--- config.mk ---
export PLATFORM = sky130hd
export DESIGN_NAME = complex_power_spectrum_bins_unit
export DESIGN_NICKNAME = d
export VERILOG_FILES = /design/src/rtl/core/cpsb_pkg.sv /design/src/rtl/core/cpsb_square.sv /design/src/rtl/core/complex_power_spectrum_bins_unit.sv
export SDC_FILE = /design/constraint.sdc
export NUM_CORES = 2
export LEC_CHECK = 0
export BUFFER_PORTS_ARGS = -buffer_cell sky130_fd_sc_hd__buf_2
export CORE_UTILIZATION = 45
export DETAILED_ROUTE_END_ITERATION = 6
export SYNTH_ARGS = -nofsm -noshare
export SYNTH_HDL_FRONTEND = slang
export SYNTH_SLANG_ARGS = --single-unit
export TNS_END_PERCENT = 30
--- constraint.sdc ---
create_clock -name clk -period 40.5 [get_ports clk]
set_input_delay 10.125 -clock clk [delete_from_list [all_inputs] [get_ports clk]]
set_output_delay 10.125 -clock clk [all_outputs]
set_load 0.02 [all_outputs]
--- src/rtl/core/cpsb_pkg.sv ---
// ---------------------------------------------------------------------------
// cpsb_pkg: shared types and helpers for the complex power spectrum unit
// Single-precision constants, leading-zero count and round-to-nearest-even
// packing used by the squaring and summing pipelines.
// ---------------------------------------------------------------------------
package cpsb_pkg;

  localparam logic [31:0] QNAN_WORD = 32'h7FC0_0000;
  localparam logic [31:0] INF_WORD  = 32'h7F80_0000;
  localparam logic [7:0]  EXP_MAX   = 8'hFF;

  // Operand class flags carried alongside a word.
  typedef struct packed {
    logic nan;
    logic inf;
    logic zero;
  } fclass_t;

  // Leading zeros of a 24-bit significand (24 when it is zero).
  function automatic logic [4:0] lzc24(input logic [23:0] m);
    logic [4:0] n;
    logic       found;
    n     = 5'd24;
    found = 1'b0;
    for (int i = 23; i >= 0; i--) begin
      if (!found && m[i]) begin
        n     = 5'(23 - i);
        found = 1'b1;
      end
    end
    return n;
  endfunction

  // Round a positive value to nearest even and pack it.
  // exp_in is the biased exponent (0 for subnormal), sig has its hidden bit
  // at bit 23; r and s are the round and sticky bits.
  function automatic logic [31:0] round_pack(input logic [8:0] exp_in,
                                             input logic [23:0] sig,
                                             input logic r, input logic s);
    logic        inc;
    logic [24:0] sum;
    logic [8:0]  e;
    logic [22:0] frac;
    inc  = r & (s | sig[0]);
    sum  = {1'b0, sig} + {24'd0, inc};
    e    = exp_in;
    frac = sum[22:0];
    if (sum[24]) begin
      e    = exp_in + 9'd1;
      frac = sum[23:1];
    end else if (exp_in == 9'd0 && sum[23]) begin
      e = 9'd1;
    end
    if (e >= 9'd255) begin
      return INF_WORD;
    end
    return {1'b0, e[7:0], frac};
  endfunction

endpackage

--- src/rtl/core/cpsb_square.sv ---
// ---------------------------------------------------------------------------
// cpsb_square: four-stage single-precision squarer
// Normalizes the operand, multiplies the significands, aligns the product
// (including subnormal results) and rounds to nearest even.
// ---------------------------------------------------------------------------
module cpsb_square import cpsb_pkg::*; (
  input  logic        clk,
  input  logic        en,
  input  logic [31:0] x,
  output logic [31:0] sq
);

  // Stage A: classify and normalize the significand.
  fclass_t           cls_a;
  logic [23:0]       m_a;
  logic signed [9:0] e_a;

  // Stage B: significand product.
  fclass_t           cls_b;
  logic [47:0]       p_b;
  logic signed [9:0] e_b;

  // Stage C: aligned significand with round and sticky bits.
  fclass_t           cls_c;
  logic [8:0]        exp_c;
  logic [23:0]       sig_c;
  logic              r_c;
  logic              s_c;

  logic [7:0]         x_exp;
  logic [23:0]        x_man;
  logic [4:0]         x_lz;
  logic [7:0]         x_eeff;
  logic [47:0]        q;
  logic signed [10:0] bv;
  logic signed [10:0] sh_wide;
  logic [5:0]         sh;
  logic [111:0]       wide;

  assign x_exp  = x[30:23];
  assign x_man  = {x_exp != 8'd0, x[22:0]};
  assign x_lz   = lzc24(x_man);
  assign x_eeff = (x_exp == 8'd0) ? 8'd1 : x_exp;

  always_ff @(posedge clk) begin
    if (en) begin
      cls_a.nan  <= (x_exp == EXP_MAX) && (x[22:0] != 23'd0);
      cls_a.inf  <= (x_exp == EXP_MAX) && (x[22:0] == 23'd0);
      cls_a.zero <= (x[30:0] == 31'd0);
      m_a        <= x_man << x_lz;
      e_a        <= $signed({2'b00, x_eeff}) - $signed({5'd0, x_lz});
    end
  end

  always_ff @(posedge clk) begin
    if (en) begin
      cls_b <= cls_a;
      p_b   <= m_a * m_a;
      e_b   <= e_a;
    end
  end

  // Product sits at bit 47 or 46; small exponents shift into a subnormal.
  always_comb begin
    q       = p_b[47] ? p_b : {p_b[46:0], 1'b0};
    bv      = $signed({e_b, 1'b0}) - 11'sd126 - (p_b[47] ? 11'sd0 : 11'sd1);
    sh_wide = 11'sd1 - bv;
    if (bv >= 11'sd1) begin
      sh = 6'd0;
    end else if (sh_wide > 11'sd63) begin
      sh = 6'd63;
    end else begin
      sh = sh_wide[5:0];
    end
    wide = {q, 64'd0} >> sh;
  end

  always_ff @(posedge clk) begin
    if (en) begin
      cls_c <= cls_b;
      if (bv > 11'sd254) begin
        exp_c <= 9'd255;
      end else if (bv >= 11'sd1) begin
        exp_c <= bv[8:0];
      end else begin
        exp_c <= 9'd0;
      end
      sig_c <= wide[111:88];
      r_c   <= wide[87];
      s_c   <= |wide[86:0];
    end
  end

  // Stage D: round and apply special operands.
  always_ff @(posedge clk) begin
    if (en) begin
      if (cls_c.nan) begin
        sq <= QNAN_WORD;
      end else if (cls_c.inf) begin
        sq <= INF_WORD;
      end else if (cls_c.zero) begin
        sq <= 32'd0;
      end else begin
        sq <= round_pack(exp_c, sig_c, r_c, s_c);
      end
    end
  end

endmodule

--- src/rtl/core/complex_power_spectrum_bins_unit.sv ---
// ---------------------------------------------------------------------------
// complex_power_spectrum_bins_unit: power of complex FFT bins
// Computes real*real + imag*imag in single precision with separate rounding
// of each product and the sum, and keeps the first bins of every frame.
// ---------------------------------------------------------------------------
// Usage:
// The bin channel (bin_valid/bin_ready) takes one word per cycle holding
// real_part and imag_part as single-precision bit patterns. The power
// channel (power_valid/power_ready) returns power_value and frame_end.
// A bin counter walks each frame of FRAME_LENGTH words; only the first
// KEPT_BINS words of a frame return a result, and frame_end marks the last
// kept bin. The other words are taken and dropped, advancing the counter.
// Throughput is one word per cycle unless power_ready stalls the output; the
// input register and the eight stages behind it (decode, multiply, align,
// round, order, shift, add, round) move forward as one pipeline.
// When power_ready is low with a result waiting, all stages hold and
// bin_ready drops in the same cycle. Reset clears the counter and all valid
// bits; no result is pending afterwards.
// ---------------------------------------------------------------------------
module complex_power_spectrum_bins_unit import cpsb_pkg::*; #(
  parameter int FRAME_LENGTH = 1024,
  parameter int KEPT_BINS    = 513
) (
  input  logic        clk,
  input  logic        rst,
  input  logic        bin_valid,
  output logic        bin_ready,
  input  logic [31:0] real_part,
  input  logic [31:0] imag_part,
  output logic        power_valid,
  input  logic        power_ready,
  output logic [31:0] power_value,
  output logic        frame_end
);

  localparam int CW     = $clog2(FRAME_LENGTH);
  localparam int STAGES = 8;

  logic [CW-1:0] bin_index;
  logic [16:0]   bin_ext;
  logic          keep;
  logic          last;
  logic          adv;
  logic          take;

  // Valid and frame-end flags for stages 1 to 8; stage 9 is the output.
  logic [STAGES:1] vld;
  logic [STAGES:1] lst;

  logic [31:0] re1;
  logic [31:0] im1;
  logic [31:0] sq_re;
  logic [31:0] sq_im;

  assign adv       = !power_valid || power_ready;
  assign bin_ready = adv;
  assign take      = bin_valid && bin_ready;
  assign bin_ext   = 17'(bin_index);
  assign keep      = bin_ext < 17'(KEPT_BINS);
  assign last      = bin_ext == 17'(KEPT_BINS - 1);

  // Bin counter over the frame.
  always_ff @(posedge clk) begin
    if (rst) begin
      bin_index <= '0;
    end else if (take) begin
      if (bin_index == CW'(FRAME_LENGTH - 1)) begin
        bin_index <= '0;
      end else begin
        bin_index <= bin_index + CW'(1);
      end
    end
  end

  // Control flags travel with the data.
  always_ff @(posedge clk) begin
    if (rst) begin
      vld <= '0;
      lst <= '0;
    end else if (adv) begin
      vld <= {vld[STAGES-1:1], take && keep};
      lst <= {lst[STAGES-1:1], take && keep && last};
    end
  end

  // Input register.
  always_ff @(posedge clk) begin
    if (adv) begin
      re1 <= real_part;
      im1 <= imag_part;
    end
  end

  cpsb_square u_sq_re (.clk(clk), .en(adv), .x(re1), .sq(sq_re));
  cpsb_square u_sq_im (.clk(clk), .en(adv), .x(im1), .sq(sq_im));

  // Order stage: larger square first, exponent distance.
  logic       a_ge_b;
  logic [7:0] ea_eff;
  logic [7:0] eb_eff;
  logic [7:0] edist;
  fclass_t    cls6;
  logic [7:0] eb6;
  logic [23:0] bsig6;
  logic [23:0] ssig6;
  logic [4:0]  dist6;

  assign a_ge_b = sq_re[30:0] >= sq_im[30:0];
  assign ea_eff = (sq_re[30:23] == 8'd0) ? 8'd1 : sq_re[30:23];
  assign eb_eff = (sq_im[30:23] == 8'd0) ? 8'd1 : sq_im[30:23];
  assign edist  = a_ge_b ? (ea_eff - eb_eff) : (eb_eff - ea_eff);

  always_ff @(posedge clk) begin
    if (adv) begin
      cls6.nan  <= (sq_re == QNAN_WORD) || (sq_im == QNAN_WORD);
      cls6.inf  <= (sq_re == INF_WORD) || (sq_im == INF_WORD);
      cls6.zero <= 1'b0;
      if (a_ge_b) begin
        eb6   <= sq_re[30:23];
        bsig6 <= {sq_re[30:23] != 8'd0, sq_re[22:0]};
        ssig6 <= {sq_im[30:23] != 8'd0, sq_im[22:0]};
      end else begin
        eb6   <= sq_im[30:23];
        bsig6 <= {sq_im[30:23] != 8'd0, sq_im[22:0]};
        ssig6 <= {sq_re[30:23] != 8'd0, sq_re[22:0]};
      end
      dist6 <= (edist > 8'd31) ? 5'd31 : edist[4:0];
    end
  end

  // Align stage: shift the smaller significand, keep a sticky bit.
  logic [55:0] ext;
  fclass_t     cls7;
  logic [7:0]  eb7;
  logic [25:0] big7;
  logic [25:0] al7;
  logic        stk7;

  assign ext = {ssig6, 32'd0} >> dist6;

  always_ff @(posedge clk) begin
    if (adv) begin
      cls7 <= cls6;
      eb7  <= eb6;
      big7 <= {bsig6, 2'b00};
      al7  <= ext[55:30];
      stk7 <= |ext[29:0];
    end
  end

  // Add stage: both terms are non-negative, so at most one right shift.
  logic [26:0] sum;
  logic [8:0]  eeff7;
  fclass_t     cls8;
  logic [8:0]  exp8;
  logic [23:0] sig8;
  logic        r8;
  logic        s8;

  assign sum   = {1'b0, big7} + {1'b0, al7};
  assign eeff7 = (eb7 == 8'd0) ? 9'd1 : {1'b0, eb7};

  always_ff @(posedge clk) begin
    if (adv) begin
      cls8 <= cls7;
      if (sum[26]) begin
        exp8 <= eeff7 + 9'd1;
        sig8 <= sum[26:3];
        r8   <= sum[2];
        s8   <= sum[1] | sum[0] | stk7;
      end else begin
        exp8 <= sum[25] ? eeff7 : 9'd0;
        sig8 <= sum[25:2];
        r8   <= sum[1];
        s8   <= sum[0] | stk7;
      end
    end
  end

  // Output register: final rounding and special results.
  always_ff @(posedge clk) begin
    if (rst) begin
      power_valid <= 1'b0;
      frame_end   <= 1'b0;
    end else if (adv) begin
      power_valid <= vld[STAGES];
      frame_end   <= lst[STAGES];
    end
  end

  always_ff @(posedge clk) begin
    if (adv) begin
      if (cls8.nan) begin
        power_value <= QNAN_WORD;
      end else if (cls8.inf) begin
        power_value <= INF_WORD;
      end else begin
        power_value <= round_pack(exp8, sig8, r8, s8);
      end
    end
  end

  // The counter stays inside the frame.
  a_index_range: assert property (@(posedge clk) disable iff (rst)
    bin_index <= CW'(FRAME_LENGTH - 1))
    else $error("bin index beyond frame length");

  // The last bin of a frame wraps the counter.
  a_index_wrap: assert property (@(posedge clk) disable iff (rst)
    (take && bin_index == CW'(FRAME_LENGTH - 1)) |=> bin_index == '0)
    else $error("bin index did not wrap");

  // A frame marker only travels with a kept result.
  a_mark_valid: assert property (@(posedge clk) disable iff (rst)
    frame_end |-> power_valid)
    else $error("frame_end without a result");

  // A stalled result keeps its frame marker.
  a_mark_hold: assert property (@(posedge clk) disable iff (rst)
    (power_valid && !power_ready) |=> $stable(frame_end) && $stable(power_value))
    else $error("stalled result changed");

endmodule

# Word level (Yosys, flattened, before mapping)
# Cells that the tools add are included.
# word_totals
out_inout_bits	35
ff_bits	616
elab_cells	425
in_bits	68
# op_classes
eq_ne	8
bitwise_logic	11
shifts	5
add_sub_neg	19
magnitude_cmp	12
n_mul	2
muxes	164
n_reduce_logical	134
# op_table
op	n
31-bit two-way mux	8
5-bit two-way mux	48
112-bit by 6-bit right shift with 112-bit output	2
87-bit OR reduction	2
9-bit two-way mux	18
23-bit two-way mux	7
31-bit == test, second input constant	4
24-bit by 24-bit multiplier with 48-bit output	2
48-bit two-way mux	2
8-bit two-way mux	10
24-bit by 1-bit adder with 25-bit output	3
1-bit two-way mux	64
31-bit logical NOT	2
1-bit logical AND	56
56-bit by 5-bit right shift with 56-bit output	1
24-bit two-way mux	2
24-bit by 5-bit << shifter with 24-bit output	2
1-bit logical NOT	47
23-bit logical NOT	2
23-bit nonzero test	2
8-bit logical NOT	5
8-bit nonzero test	4
31-bit >= comparator	1
30-bit OR reduction	1
26 further kinds	60

# Longest topological paths before layout
# logic_depth
depth_word	72
ltp_mapped	32
depth_no_buf	32

# Hierarchy
# From an unflattened synthesis, not the netlist that was laid out.
# hier_totals
hier_cells	7344
area_unflattened_um2	70741.6
# modules_own_cells
mod	area_each_um2	cells_each	seq_area_each_um2	n_inst
cpsb_square (u_sq_re)	27863.0	3067	4924.7	1
cpsb_square (u_sq_im)	27679.0	2938	4924.7	1
complex_power_spectrum_bins_unit	15199.6	1339	8247.9	1

# Worst setup path after synthesis
# OpenSTA, ideal clock, no wires.
# synth_path
path_kind	input -> output
start	in power_ready
end	out bin_ready
path_buffers	2
required_time_ns	30.375
stages	4
slack_ns	3.865
arrival_ns	26.510
path_cell_list	nor2b_1 -> inv_1 -> clkbuf_1 -> clkbuf_1
# synth_between
elab_chain_cells	1
# synth_rtl
element	line	text
start: declaration	complex_power_spectrum_bins_unit.sv:31	input logic power_ready,
1-bit logical OR	complex_power_spectrum_bins_unit.sv:55	assign adv = !power_valid || power_ready;
end: declaration	complex_power_spectrum_bins_unit.sv:27	output logic bin_ready,
# Every way passes these cells.

# Worst setup path after layout
# Ends and elaborated chain as after synthesis.

==> run_results.csv <==
group,metric,value,unit
outcome,status,"completed",
global_route,grt_pass1_vias,51370,
routing,antenna_left,0,
sta,drv_slew,0,
yosys,seq_area_frac_synth,0.2567,
routing,drt-initial-drc-count,3391,
placed_design,place_congestion,0.9237,
worst_hold_path,hold_end,"eb7[6]$_DFFE_PN_",
final_layout,final_common_cell,"inv_1",
clock_tree,post_cts_buffers,0,
yosys,ys_types,113,
floorplan,die_area,0.1578,sq mm
setup_path,path_cells,"buf_2, nor2b_1, buf_4, inv_8, buf_2",
worst_hold_path,holdPathStages,0,
clock_tree,cts.clk_slew.worst_paths,0.06,ns
floorplan,core,0.1546,sq mm
yosys,synthFlopType,"edfxtp_1",
floorplan,chipHeight,397.2,um
setup_path,crit_path_max_incr_delay,0.32,ns
sta,period_needed,21.17,ns
clock_tree,cts_buffers,72,
final_layout,final_area,0.07532,sq mm
setup_path,crit_top_cell,"buf_2",
setup_path,path_depth,5,
yosys,synth_cells,7289,
yosys,syn_area_per_cell,9.641,sq um
clock_tree,cts_root_buf,"clkbuf_16",
routing,wl_per_cell,17.79,um
global_route,track_usage,0.2126,
floorplan,chipWidth,397.2,um
worst_hold_path,min_path_type,"reg -> reg",
setup_path,cp_slowest_cell,"buf_2",
floorplan,rows,144,
floorplan,initial_core_util,0.4546,
setup_path,cp_top_family,"buffers and inverters",
setup_path,end_kind,"primary output",
sta,tns,0,ns
setup_path,critPathLaunch,"power_ready",
setup_path,cp_max_fo,43,
setup_path,worstSetupStartpointType,"input pin",
sta,slew_headroom,0.2074,
placed_design,placed_area,0.07285,sq mm
global_route,antenna_found_initial,4,
final_layout,fin_util,0.4872,
clock_tree,htreeDepth,3,
sta,period_share,0.5228,
clock_tree,cts_sinks,610,
placed_design,place.port_buffers,99,
worst_hold_path,min_from,"eb6[6]$_DFFE_PN_",
yosys,async_reset_ff_frac,0,
clock_tree,cts_hold_buffers,0,
yosys,synth-edff-count,582,
final_layout,layout_common_cells,"inv_1, fa_1, nand2_1, edfxtp_1, ha_1",
routing,firstDrtPassIters,5,
routing,vias,50680,
setup_path,cp_data_required_time,30.38,ns
setup_path,worst_r2r_endpoint,"u_sq_im.p_b[46]$_DFFE_PN_",
sta,rsz0062_at_grt,"false",
clock_tree,clock_latency,0.69,ns
sta,max_freq,47.23,MHz
global_route,grt_pass1_wl,270.8,mm
routing,vias_per_cell,5.416,
yosys,yosysWarningCount,0,
yosys,synth_area,0.07027,sq mm
clock_tree,cts_resized,0,
setup_path,r2r_start,"u_sq_im.m_a[9]$_SDFFCE_PP0N_",
setup_path,cp_data_arrival_time,11.05,ns
sta,setup-violations-final,0,
sta,tightest_slew,1.189,ns
setup_path,critical_path_class,"in -> out",
setup_path,r2r_cells,27,
floorplan,ios,103,
routing,route.detailed.drc,0,
sta,hold_viol_final,0,
setup_path,crit_buf_inv,4,
global_route,grt_overflow,0,
routing,routed_wl,166.5,mm
placed_design,dp_hpwl,130.4,mm
yosys,ys_seq_elements,610,
final_layout,drive_gt1_frac,0.06700,
run,maxCapViolations,0,
final_layout,syn2layout_area_growth,7.173,%
clock_tree,tritoncts,"yes",
clock_tree,clock_path_buffers,3,
final_layout,finish.net_count,8640,
sta,fin_skew,0.05187,ns
global_route,grt_max_degree,88,
setup_path,r2r_setup_slack,31.22,ns
[worst register-to-register path: stages (launching register included)]
cell and delay [ns]:
edfxtp_1 1.10, nand2_1 0.21, fa_1 0.66, inv_1 0.07
fa_1 0.47, inv_1 0.05, fa_1 0.52, inv_1 0.05
fa_1 0.40, fa_1 0.48, fa_1 0.56, inv_1 0.05
fa_1 0.48, inv_1 0.05, ha_1 0.23, or2_2 0.28
a311oi_1 0.34, nor2_1 0.09, o21ai_0 0.71, o311a_1 0.28
nor3_1 0.07, a211oi_1 0.63, o21ai_0 0.27, a41o_1 0.29
o21ai_0 0.24, o21ai_0 0.14, a21oi_1 0.20, xnor2_1 0.13
[layout make-up]
type | count | area (sq um)
inverter | 1346 | 5060
antenna | 1 | 2.502
sequential | 610 | 18040
timing repair buffer | 188 | 1164
tap | 2044 | 2557
multi-input combinational | 5036 | 46040
clock inverter | 49 | 611.8
clock buffer | 84 | 1847
fill | 14410 | 79270
[worst max-delay path by stage]
stage | to | slack, ns
floorplan | bin_ready | 3.87
global placement | bin_ready | 19.31
detailed placement | bin_ready | 19.31
CTS | bin_ready | 19.31
global route | bin_ready | 19.25
finish | bin_ready | 19.33
[logic make-up (layout without fill, tap and decap cells)]
kind of cell | Yosys count | in the layout | share of synthesized area
other cells | 1 | 4 | 0.00005336
mux | 383 | 383 | 0.06062
fa+ha+maj | 1318 | 1318 | 0.3251
xor+xnor | 242 | 242 | 0.03064
compound gates | 1040 | 1040 | 0.09789
simple gates | 2050 | 2050 | 0.1395
buf+inv | 1645 | 1667 | 0.08952
flops | 610 | 610 | 0.2567
[metal layers]
layer  global-route usage  up-vias  wire length (um)
met5                    0        -                12
met4              0.05062        2              3494
met3              0.03178      262              9278
met2               0.3485     1350             78120
met1               0.2960    24930             75560
li1                     -    24140                 -
[sequential cells by signal, summed over array words and instances, names as in the netlist, 10 cells and up]
signal and flops:
al7 26, big7 24, bin_index 10, bsig6 24
im1 31, power_value 31, re1 31, sig8 24
ssig6 24, u_sq_im.m_a 24, u_sq_im.p_b 47, u_sq_im.sig_c 24
u_sq_im.sq 31, u_sq_re.m_a 24, u_sq_re.p_b 47, u_sq_re.sig_c 24
u_sq_re.sq 31
[cells in the mapped netlist, drive strengths merged, types with 18 or more instances]
| library cell | n | area, sq um |
|---|---|---|
| inv | 1344 | 5045 |
| fa | 847 | 16960 |
| nand2 | 757 | 2849 |
| edfxtp | 582 | 17480 |
| ha | 471 | 5893 |
| nor2 | 401 | 1505 |
| a21oi | 277 | 1386 |
| mux2i | 267 | 2673 |
| and2 | 244 | 1526 |
| clkbuf | 236 | 885.9 |
| o21ai | 222 | 1115 |
| xnor2 | 156 | 1393 |
| nand3 | 148 | 745.7 |
| nor3 | 103 | 543.0 |
| mux2 | 91 | 1025 |
| xor2 | 86 | 760.7 |
| and3 | 79 | 499.2 |
| a211oi | 63 | 508.0 |
| buf | 63 | 352.8 |
| a31oi | 61 | 402.9 |
| nand4 | 56 | 350.3 |
| a21o | 50 | 375.4 |
| nor2b | 50 | 312.8 |
| nand2b | 49 | 306.5 |
| o21a | 47 | 352.8 |
| nor4 | 43 | 275.3 |
| o211ai | 41 | 312.8 |
| o31ai | 30 | 240.2 |
| o22ai | 29 | 187.7 |
| dfxtp | 28 | 560.5 |
| or3 | 27 | 168.9 |
| mux4 | 25 | 563.0 |
| or2 | 23 | 143.9 |
| a211o | 18 | 157.7 |
| a21boi | 18 | 135.1 |
[stage by stage]
step	setup slack, ns	hold slack (ns)	cells
detailed placement	19.31	0.4045	9224
finish	19.33	0.4142	9358
floorplan	3.865	0.4003	7291
global placement	19.31	0.4034	9224
CTS	19.31	0.4156	9357
global route	19.25	0.4235	9358
Power is not shown: default switching activity piles up to over one toggle a cycle in this logic, so the estimate is an artifact.
